## src/rtl/assert_macros.svh

```systemverilog
`ifndef ASSERT_MACROS_SVH
`define ASSERT_MACROS_SVH

// same-cycle implication, checked outside reset
`define ASSERT_IMPL(label, ante, cons) \
    label: assert property (@(posedge clk) disable iff (!rst_n) (ante) |-> (cons)) \
        else $error("assertion failed");

// next-cycle implication, checked outside reset
`define ASSERT_NEXT(label, ante, cons) \
    label: assert property (@(posedge clk) disable iff (!rst_n) (ante) |=> (cons)) \
        else $error("assertion failed");

`endif

```

## src/rtl/cms_pkg.sv

```systemverilog
package cms_pkg;

    localparam int DEF_MAX_WIDTH = 4096;
    localparam int DEF_MAX_ROWS  = 5;

    localparam int KEY_W      = 64;
    localparam int CNT_W      = 32;
    localparam int TOT_W      = 64;
    localparam int CFG_IDX_W  = 3;
    localparam int CFG_DATA_W = 32;
    localparam int WREG_W     = 13;
    localparam int RREG_W     = 3;

    // register indexes
    localparam logic [CFG_IDX_W-1:0] REG_WIDTH = 3'd0;
    localparam logic [CFG_IDX_W-1:0] REG_ROWS  = 3'd1;
    localparam logic [CFG_IDX_W-1:0] REG_HASH0 = 3'd2;

    localparam logic [WREG_W-1:0]     RST_WIDTH = 13'd272;
    localparam logic [RREG_W-1:0]     RST_ROWS  = 3'd5;
    localparam logic [CFG_DATA_W-1:0] RST_HASH  = 32'h0001_0001;

    // commands
    localparam logic CMD_INCR  = 1'b0;
    localparam logic CMD_QUERY = 1'b1;

    // remainder unit: bits consumed per cycle and steps per key
    localparam int MOD_BITS  = 4;
    localparam int MOD_STEPS = KEY_W / MOD_BITS;

    typedef struct packed {
        logic             command;
        logic [KEY_W-1:0] key;
        logic [CNT_W-1:0] inc;
    } req_t;

    typedef struct packed {
        logic valid;
        req_t req;
    } q_out_t;

    typedef struct packed {
        logic take;
        logic clearing;
    } back_stat_t;

endpackage

```

## src/rtl/cms_front.sv

```systemverilog
`include "assert_macros.svh"

module cms_front (
    input  logic                      clk,
    input  logic                      rst_n,
    input  logic                      in_valid,
    output logic                      in_stall,
    input  logic                      command,
    input  logic [cms_pkg::KEY_W-1:0] item_key,
    input  logic [cms_pkg::CNT_W-1:0] increment,
    input  cms_pkg::back_stat_t       stat,
    output cms_pkg::q_out_t           q
);

    cms_pkg::req_t slot_reg [2];
    logic          wr_ptr_reg, wr_ptr_next;
    logic          rd_ptr_reg, rd_ptr_next;
    logic [1:0]    cnt_reg, cnt_next;
    logic          push;

    // no requests taken while the counter table is being cleared
    assign in_stall = (cnt_reg == 2'd2) || stat.clearing;
    assign push     = in_valid && !in_stall;

    assign q.valid = (cnt_reg != 2'd0);
    assign q.req   = slot_reg[rd_ptr_reg];

    always_comb
    begin
        wr_ptr_next = wr_ptr_reg ^ push;
        rd_ptr_next = rd_ptr_reg ^ stat.take;
        cnt_next    = cnt_reg + {1'b0, push} - {1'b0, stat.take};
    end

    always_ff @(posedge clk or negedge rst_n)
    begin
        if (!rst_n)
        begin
            wr_ptr_reg <= 1'b0;
            rd_ptr_reg <= 1'b0;
            cnt_reg    <= 2'd0;
        end
        else
        begin
            wr_ptr_reg <= wr_ptr_next;
            rd_ptr_reg <= rd_ptr_next;
            cnt_reg    <= cnt_next;
        end
    end

    always_ff @(posedge clk)
    begin
        if (push)
        begin
            slot_reg[wr_ptr_reg] <= '{command: command, key: item_key, inc: increment};
        end
    end

    `ASSERT_IMPL(a_take_nonempty, stat.take, cnt_reg != 2'd0)
    `ASSERT_IMPL(a_cnt_bound, 1'b1, cnt_reg != 2'd3)

endmodule

```

## config.mk

```make
export PLATFORM = sky130hd
export DESIGN_NAME = cms_front
export DESIGN_NICKNAME = d
export VERILOG_FILES = /design/src/rtl/cms_pkg.sv /design/src/rtl/cms_front.sv
export VERILOG_INCLUDE_DIRS = /design/src /design/src/rtl
export SDC_FILE = /design/constraint.sdc
export NUM_CORES = 1
export LEC_CHECK = 0
export ABC_AREA = 1
export BUFFER_PORTS_ARGS = -buffer_cell sky130_fd_sc_hd__buf_2
export CAP_MARGIN = 20
export CORE_UTILIZATION = 46
export DETAILED_ROUTE_END_ITERATION = 6
export PLACE_DENSITY = 0.81
export SETUP_SLACK_MARGIN = 0.3
export SYNTH_ARGS = -nofsm -noshare
export SYNTH_HDL_FRONTEND = slang
export SYNTH_SLANG_ARGS = --single-unit
```

## constraint.sdc

```tcl
create_clock -name clk -period 7.3 [get_ports clk]
set_input_delay 1.095 -clock clk [delete_from_list [all_inputs] [get_ports clk]]
set_output_delay 1.095 -clock clk [all_outputs]
set_load 0.01 [all_outputs]
```

==> results.cfg, run 1 <==
[power]
clock_power_share_pct = 29.0
power_frac_comb_pct = 25.2
pwr_cell_area_nw_per_um2 = 356
power.share.switching_pct = 31.3
pwr-share-seq_pct = 45.8
irDropWorstVdd_uv = 264
p_int_uw = 2260
static-leakage-power_uw = 0.00391
switchingPower_uw = 1030

[placement]
dpl-instance-area_um2 = 8600
input_output_buffers = 200
worst_setup_timing_slack_at_the_placement_stage_ps = 3910
place.detailed.hpwl_mm = 8.57
place.gp.congestion = 0.693

[synth]
yosysSeqAreaShare_pct = 79.8
synth.largest_area_cell = sky130_fd_sc_hd__edfxtp_1
syn-instance-count = 533
synth-async-reset-ratio_pct = 2.02
synthDominantCellAreaShare_pct = 78.5
synth_seq_cells = 198
number_of_distinct_library_cell_variants_in_the_gate_level_netlist_after_synthesis = 15
synth-warning-count = 0
ys_dominant_reg_cell = sky130_fd_sc_hd__edfxtp_1
syn_nets = 639
synth_enable_flop_cells = 194
syn-cell-area_um2 = 7420
postSynthAreaPerCell_um2 = 13.9
synth.area.top_cells = sky130_fd_sc_hd__edfxtp_1, sky130_fd_sc_hd__o21ai_0, sky130_fd_sc_hd__inv_1

[status]
result_of_the_run = finished clean

[timing]
post-route-min-period_ps = 3830
slew_viol_final = 0
finClkSkew_ps = 11.0
fmax_mhz = 261
final-hold-violation-count = 0
whs_ps = 463
setup_violations = 0
max_slew.worst_pin.slew_ps = 859
rsz0062_at_grt = no
worst_slack_ps = 3470
fin_tns_setup_ps = 0
timing.final.crit_share_pct = 52.5
timing.max_slew.rel_slack_pct = 42.7

[cells_and_area]
stdcell_area_um2 = 9260
layout-drive-gt1-share_pct = 31.8
layout_commonest_cell = sky130_fd_sc_hd__buf_2
flow.area_growth_from_synthesis_pct = 24.7
largest_register_ff_count = 194
final_cell_mix = sky130_fd_sc_hd__buf_2, sky130_fd_sc_hd__edfxtp_1, sky130_fd_sc_hd__inv_1
finish.net_count = 842

[cts]
cts.reportedPaths.clkPinSlew_ps = 70
cts.hold.buffers_added = 0
clock_insertion_delay_at_the_later_pin_of_the_skew_report_ps = 420
cts_tree = yes
cts_root_buf = sky130_fd_sc_hd__clkbuf_16
post_cts_setup_repair_bufs = 0
max-clock-path-buffers = 2
clkSinkCount = 198
ctsResizeCount = 0
htreeDepth = 4
cts-buffers-inserted = 17

[routing]
firstDrtPassIters = 4
drcViolationCount = 0
detail_route.iter0.violations = 273
avgViaCountPerCell = 4.61
routedWlPerCell_um = 14.1
detailroute.via_count = 4455
antenna_violating_nets_post_route = 0
drt-total-wl_mm = 13.6

[setup_path]
cp_max_fo = 104
timing.rr.start = cnt_reg[1]
critical_path_cell_by_cell = buf_4, o21ai_0, buf_2
timing.critical_path.slowest_cell_delay_ps = 910
reg2reg_slack_ps = 4950
worst_ep_required_time_ps = 6200
reg2reg_depth = 6
critPathLaunchType = flop
crit-reg2reg-capture = slot_reg[1][89]
critical_path.slowest_cell = sky130_fd_sc_hd__dfrtp_4
kind_of_capture_point_of_the_worst_setup_path = output pin
cp_arrival_ps = 2740
critical_path_class = flop to output pin

[global_routing]
grt_use_total_pct = 16.0
global_route.overflow_total = 0
grt_max_degree = 105
antenna_found_initial = 1
first_global_vias = 4224
grt_pass1_wl_mm = 19.7

[floorplanning]
die-area_um2 = 16700
die_h_um = 129
die_x_um = 129
core_region_area_um2 = 15800
starting_density_pct = 46.9
boundaryPins = 201
placementRows = 46

[flow_run]
maxCapViolations = 0

[min_path]
worst_hold_path_type = input port to asynchronous set/reset pin
==> power by group through the flow <==
stage / sequential, uW / combinational (uW) / clock [uW]
after floorplan: 1480 / 555 / 0
after global placement: 1530 / 805 / 0
after detailed placement: 1540 / 826 / 0
after CTS: 1520 / 830 / 972
after global routing: 1530 / 928 / 1020
final: 1510 / 829 / 957
==> worst max path at each step <==
stage                     from        endpoint  slack (ps)  cells after the start
floorplan              stat[0]  slot_reg[1][0]        3040                      4
global placement    rd_ptr_reg           q[50]        3910                      3
detailed placement  rd_ptr_reg            q[2]        3910                      3
CTS                 rd_ptr_reg            q[2]        3450                      3
global route        rd_ptr_reg           q[50]        3250                      3
finish              rd_ptr_reg           q[50]        3470                      3
==> layout make-up <==
type | instances | area, um2
antenna | 1 | 2.50
timing repair buffer | 205 | 1080
sequential | 198 | 5930
fill | 1244 | 6570
inverter | 105 | 394
tap | 216 | 270
multi-input combinational | 209 | 980
clock buffer | 18 | 429
clock inverter | 14 | 173
==> Yosys cell counts (4+ instances only) <==
master	instances
sky130_fd_sc_hd__dfrtp_1	4
sky130_fd_sc_hd__o21ai_0	98
sky130_fd_sc_hd__buf_4	7
sky130_fd_sc_hd__nand2_1	102
sky130_fd_sc_hd__ha_1	4
sky130_fd_sc_hd__buf_2	5
sky130_fd_sc_hd__inv_1	105
sky130_fd_sc_hd__clkbuf_1	4
sky130_fd_sc_hd__edfxtp_1	194
sky130_fd_sc_hd__buf_6	5
==> cells by family (layout without fill, tap and decap cells) <==
kind of cell / after synthesis / count (layout) / share of synthesized area, %
AO/OA/AOI/OAI: 99 / 99 / 6.71
XOR/XNOR: 1 / 1 / 0.118
adder cells (fa/ha/maj): 4 / 4 / 0.674
buffers and inverters: 126 / 342 / 7.31
flip-flops: 198 / 198 / 79.8
other: 0 / 1 / 0
AND/OR/NAND/NOR: 105 / 105 / 5.36
==> metrics by stage <==
stage	total power [uW]	utilization [%]	instances
final	3300	58.5	966
after global routing	3480	58.5	965
after CTS	3320	58.1	963
after detailed placement	2370	54.3	931
after global placement	2340	54.3	931
after floorplan	2040	-	533
==> layer usage <==
metal / vias to the layer above / global-route usage (%) / wire, um
met5: - / 0 / 11
met4: 2 / 7.20 / 225
met3: 16 / 5.49 / 857
met2: 140 / 26.8 / 6700
met1: 2095 / 18.7 / 5800
li1: 2202 / - / -
==> critical path, delay by kind of cell, from the launching register on <==
| family | cells | cell delay, ps |
|---|---|---|
| compound gates | 1 | 290 |
| buf+inv | 2 | 980 |
| flops | 1 | 910 |
Note: power is estimated with default switching activity, not from simulation.
==> run 2, diff against run 1 <==
Clock period 7.3 ns to 3.6 ns, I/O delays scaled along.
==> run 2 against run 1 <==
Clock power increased by 95%. Die area is the same. Final cell count rose by 0.21%. Critical endpoint is now q[18].
==> results.cfg, run 2 (same netlist as run 1, synthesis figures left out) <==
[cts]
cts_tree = yes
clkSinkCount = 198
htreeDepth = 4
clock_insertion_delay_at_the_later_pin_of_the_skew_report_ps = 410
cts-buffers-inserted = 17
max-clock-path-buffers = 2
cts.hold.buffers_added = 1
post_cts_setup_repair_bufs = 0
cts.reportedPaths.clkPinSlew_ps = 80
cts_root_buf = sky130_fd_sc_hd__clkbuf_16
ctsResizeCount = 0

[timing]
timing.max_slew.rel_slack_pct = 65.0
setup_violations = 0
post-route-min-period_ps = 2520
timing.final.crit_share_pct = 70.0
rsz0062_at_grt = no
worst_slack_ps = 1080
slew_viol_final = 0
fmax_mhz = 397
finClkSkew_ps = 10.3
max_slew.worst_pin.slew_ps = 525
final-hold-violation-count = 0

[power]
irDropWorstVdd_uv = 422
pwr_cell_area_nw_per_um2 = 716
static-leakage-power_uw = 0.00391

[setup_path]
worst_ep_required_time_ps = 3060
cp_arrival_ps = 1980
cp_max_fo = 53
critical_path_class = flop to output pin
critPathLaunchType = flop
kind_of_capture_point_of_the_worst_setup_path = output pin

[cells_and_area]
finish.net_count = 844
largest_register_ff_count = 194
stdcell_count = 968
layout_commonest_cell = sky130_fd_sc_hd__buf_2
layout-drive-gt1-share_pct = 32.1
n_fill_cell = 1227
flow.area_growth_from_synthesis_pct = 24.7
final_cell_mix = sky130_fd_sc_hd__buf_2, sky130_fd_sc_hd__edfxtp_1, sky130_fd_sc_hd__inv_1
final_core_utilization_pct = 58.5

[floorplanning]
die_x_um = 129
boundaryPins = 201
core_region_area_um2 = 15800
die-area_um2 = 16700
starting_density_pct = 46.9
placementRows = 46
die_h_um = 129

[placement]
placed_cells_incl_taps = 934
place.gp.congestion = 0.743
input_output_buffers = 200
place.detailed.hpwl_mm = 8.81
worst_setup_timing_slack_at_the_placement_stage_ps = 1210

[routing]
detail_route.iter0.violations = 287
routedWlPerCell_um = 13.8
drcViolationCount = 0
firstDrtPassIters = 4
drt-total-wl_mm = 13.3
avgViaCountPerCell = 4.63
antenna_violating_nets_post_route = 0
detailroute.via_count = 4482

[status]
result_of_the_run = finished clean

[global_routing]
grt_use_total_pct = 16.1
first_global_vias = 4211
grt_pass1_wl_mm = 19.8
grt_max_degree = 105
antenna_found_initial = 1
global_route.overflow_total = 0

[min_path]
worst_hold_path_type = input port to flop

[flow_run]
maxCapViolations = 0
==> run 2: cell types whose count changed in the layout (fill, tap and decap cells not counted) <==
cell	before	now
sky130_fd_sc_hd__buf_16	2	0
sky130_fd_sc_hd__dlygate4sd3_1	0	1
sky130_fd_sc_hd__buf_12	0	3
sky130_fd_sc_hd__bufinv_16	3	2
sky130_fd_sc_hd__clkinv_1	2	0
sky130_fd_sc_hd__inv_6	4	7
==> run 2: power breakdown <==
group,switching [uW],total [uW],internal [uW]
Sequential,132,3000,2870
Combinational,1120,1750,633
Clock,829,1870,1050
==> run 2: routing by layer <==
layer / vias to the layer above / share of wire (%) / global-route usage (%) / routed length (um)
met1: 2116 / 41 / 17.9 / 5520
met4: 2 / 0.49 / 5.40 / 65
met3: 10 / 5.9 / 5.62 / 787
li1: 2212 / - / - / -
met5: - / 0.090 / 0 / 12
met2: 142 / 52 / 28.7 / 6960
==> run 2: worst paths after layout <==
kind / start / end / slack [ps] / cells past startpoint
min: item_key[62] / slot_reg[1][94] / 300 / 1
max in group asynchronous: rst_n / rd_ptr_reg / 2990 / 2
min in group asynchronous: rst_n / rd_ptr_reg / 470 / 2
max: rd_ptr_reg / q[18] / 1080 / 3
max reg2reg: cnt_reg[1] / slot_reg[0][84] / 1440 / 5
min reg2reg: cnt_reg[0] / cnt_reg[0] / 560 / 1
==> run 2: through the flow <==
stage	instance area (um2)	power [uW]	hold slack, ps	TNS (ps)
6_report	9260	6630	305	0
5_1_grt	9260	7010	277	0
4_1_cts	9260	6700	285	0
3_5_place_dp	8660	4830	353	0
3_3_place_gp	8660	4780	351	0
2_1_floorplan	7420	4130	244	-21020
==> run 2: worst max-delay path, stage by stage, from the launching register on <==
cell	delay [ps]
sky130_fd_sc_hd__dfrtp_4	660
sky130_fd_sc_hd__buf_4	470
sky130_fd_sc_hd__o21ai_0	220
sky130_fd_sc_hd__buf_2	180
==> run 2: cell type report <==
class / count / area, um2 / area share (%)
diodes: 1 / 2.50 / 0.0270
clock buffers: 18 / 429 / 4.63
clock inverters: 14 / 161 / 1.74
inverters: 105 / 394 / 4.26
multi-input cells: 209 / 980 / 10.6
flip-flops and latches: 198 / 5930 / 64.0
well taps: 216 / 270 / 2.92
repair buffers: 207 / 1090 / 11.8
==> run 3, diff against run 2 <==
Settings changed: ABC_AREA 1 to 0, PLACE_DENSITY 0.81 to 0.84.
Clock period 3.6 ns to 2.1 ns, I/O delays scaled along.
==> run 3 against run 2 <==
Sequential share of layout area is 3.2 points lower. Largest power group unchanged. Final cell count down 21%. Sequential cell count did not move. Hold slack worse by 220 ps. Global-route usage is 1.4 points higher. Sequential power rose by 69%.
==> results.cfg, run 3 <==
[cts]
cts_root_buf = sky130_fd_sc_hd__clkbuf_16
clkSinkCount = 198
cts.reportedPaths.clkPinSlew_ps = 60
cts-buffers-inserted = 17
max-clock-path-buffers = 2
clock_insertion_delay_at_the_later_pin_of_the_skew_report_ps = 420
htreeDepth = 4
cts_tree = yes

[floorplanning]
starting_density_pct = 47.6
die_h_um = 128
die_x_um = 128
placementRows = 45
boundaryPins = 201
core_region_area_um2 = 15300
die-area_um2 = 16400

[global_routing]
antenna_found_initial = 0
global_route.usage.met3_pct = 5.80
global_route.peak_usage_layer = met2
global_route.overflow_total = 0
grt_max_degree = 52
grt_pass1_wl_mm = 20.7
grt_use_met1_pct = 19.7
grt_use_total_pct = 17.4
grt_use_met2_pct = 30.9
first_global_vias = 4083

[placement]
place.gp.congestion = 0.689
place.detailed.hpwl_mm = 8.59
worst_setup_timing_slack_at_the_placement_stage_ps = 495
dpl-instance-area_um2 = 8630
placed_cells_incl_taps = 727
input_output_buffers = 200

[synth]
synth_enable_flop_cells = 194
synthDominantCellAreaShare_pct = 79.8
syn-cell-area_um2 = 7300
synth_seq_cells = 198
synth_commonest_cells = sky130_fd_sc_hd__edfxtp_1, sky130_fd_sc_hd__mux2_2, sky130_fd_sc_hd__mux2_4, sky130_fd_sc_hd__buf_2
synth-async-reset-ratio_pct = 2.02
ys_dominant_reg_cell = sky130_fd_sc_hd__edfxtp_1
syn-instance-count = 321
postSynthAreaPerCell_um2 = 22.7
synth.largest_area_cell = sky130_fd_sc_hd__edfxtp_1
number_of_distinct_library_cell_variants_in_the_gate_level_netlist_after_synthesis = 14
yosysSeqAreaShare_pct = 81.2
syn_nets = 427
synth-warning-count = 0
synth.area.top_cells = sky130_fd_sc_hd__edfxtp_1, sky130_fd_sc_hd__mux2_2, sky130_fd_sc_hd__mux2_4
post-synth-top-count-cell = sky130_fd_sc_hd__edfxtp_1

[cells_and_area]
n_fill_cell = 1082
seq_area_um2 = 5930
stdcell_count = 768
layout-drive-gt1-share_pct = 61.6
antenna_cells = 0
stdcell_area_um2 = 9740
finish.net_count = 653
final_cell_mix = sky130_fd_sc_hd__edfxtp_1, sky130_fd_sc_hd__buf_2, sky130_fd_sc_hd__mux2_2
flow.area_growth_from_synthesis_pct = 33.5
multi_input_combinational_cell_area_um2 = 1310
layout_commonest_cell = sky130_fd_sc_hd__edfxtp_1
largest_register_ff_count = 194

[timing]
post-route-min-period_ps = 2000
slew_viol_final = 0
fin_tns_setup_ps = 0
timing.final.crit_share_pct = 95.5
rsz0062_at_grt = yes
finClkSkew_ps = 5.31
timing.max_slew.rel_slack_pct = 79.5
fmax_mhz = 499
setup_violations = 0
max_slew.worst_pin.slew_ps = 307
final-hold-violation-count = 0
worst_slack_ps = 95.5

[setup_path]
cp_arrival_ps = 1690
worst_ep_required_time_ps = 1780
critical_path_class = flop to output pin
critPathLaunchType = flop
cp_max_fo = 6
kind_of_capture_point_of_the_worst_setup_path = output pin

[routing]
avgViaCountPerCell = 4.93
antenna_violating_nets_post_route = 0
detail_route.iter0.violations = 201
routedWlPerCell_um = 18.9
drcViolationCount = 0
detailroute.via_count = 3783
drt-total-wl_mm = 14.5
firstDrtPassIters = 6

[power]
clock_power_share_pct = 23.5
switchingPower_uw = 3340
power.share.switching_pct = 27.1
power_frac_comb_pct = 35.3
pwr-share-seq_pct = 41.1
irDropWorstVdd_uv = 746
pwr_cell_area_nw_per_um2 = 1260
static-leakage-power_uw = 0.00369
p_int_uw = 8970

[flow_run]
maxCapViolations = 0

[status]
result_of_the_run = finished clean

[min_path]
worst_hold_path_type = input port to flop
run 3: cell types whose count changed in the layout (fill, tap and decap cells not counted), sizes merged, moves of 5 or more:
| cell | change |
|---|---|
| inv | -109 |
| nand2 | -102 |
| o21ai | -98 |
| mux2 | +97 |
| buf | +8 |
| clkinv | +5 |
run 3: power by group through the flow:
stage | logic (uW) | clock network (uW) | registers, uW
2_1_floorplan | 2110 | 0 | 5080
3_3_place_gp | 3090 | 0 | 5110
3_5_place_dp | 3160 | 0 | 5140
4_1_cts | 3880 | 2970 | 5060
5_1_grt | 4610 | 3110 | 5100
6_report | 4350 | 2900 | 5070
run 3: metal layers:
layer,share of wire (%),up-vias,wire [um]
met1,40,1901,5830
met5,0,-,0
li1,-,1716,-
met4,1.4,0,205
met2,53,144,7680
met3,5.6,22,820
run 3: cell type report:
cell class,count,area share [%]
inverter,3,0.116
tap,211,2.71
sequential,198,60.9
clock buffer,19,4.44
clock inverter,10,0.873
multi-input combinational,109,13.5
timing repair buffer,218,17.5
run 3: worst paths after layout:
| path | startpoint | endpoint | slack, ps | cells after the start |
|---|---|---|---|---|
| setup reg to reg | cnt_reg[1] | slot_reg[0][72] | 460 | 4 |
| min in group asynchronous | rst_n | cnt_reg[0] | 230 | 2 |
| hold reg to reg | cnt_reg[1] | cnt_reg[1] | 520 | 1 |
| max in group asynchronous | rst_n | rd_ptr_reg | 1740 | 2 |
| hold / removal | item_key[27] | slot_reg[0][59] | 80 | 1 |
| setup / recovery | rd_ptr_reg | q[74] | 100 | 4 |
run 3: what timing repair did:
| item | CTS | global route |
|---|---|---|
| gates cloned | 5 | 4 |
| buffers inserted | 2 | 0 |
| endpoints found under the setup margin | 97 | 97 |
| resized for setup | 25 | 32 |
| hold buffers | 1 | 0 |
| hold endpoints to repair | 4 | 0 |
run 3: worst max-delay path, stage by stage, from the launching register on:
cell                        delay, ps
sky130_fd_sc_hd__dfrtp_4          510
sky130_fd_sc_hd__buf_12           170
sky130_fd_sc_hd__clkbuf_16        170
sky130_fd_sc_hd__mux2_4           310
sky130_fd_sc_hd__buf_6            120
run 3: kinds of logic after synthesis:
kind of cell	synth area share [%]
flip-flops	81.2
multiplexers	16.0
buffers and inverters	1.25
AND/OR/NAND/NOR	0.480
adder cells (fa/ha/maj)	0.686
XOR/XNOR	0.360
run 3: per-stage QoR:
step	utilization (%)	total power [uW]	hold WS, ps
detailed placement	56.4	8300	123
global route	63.6	12800	56.9
global placement	56.4	8200	125
CTS	61.8	11900	61.6
finish	63.6	12300	82.8
floorplan	-	7190	19.4
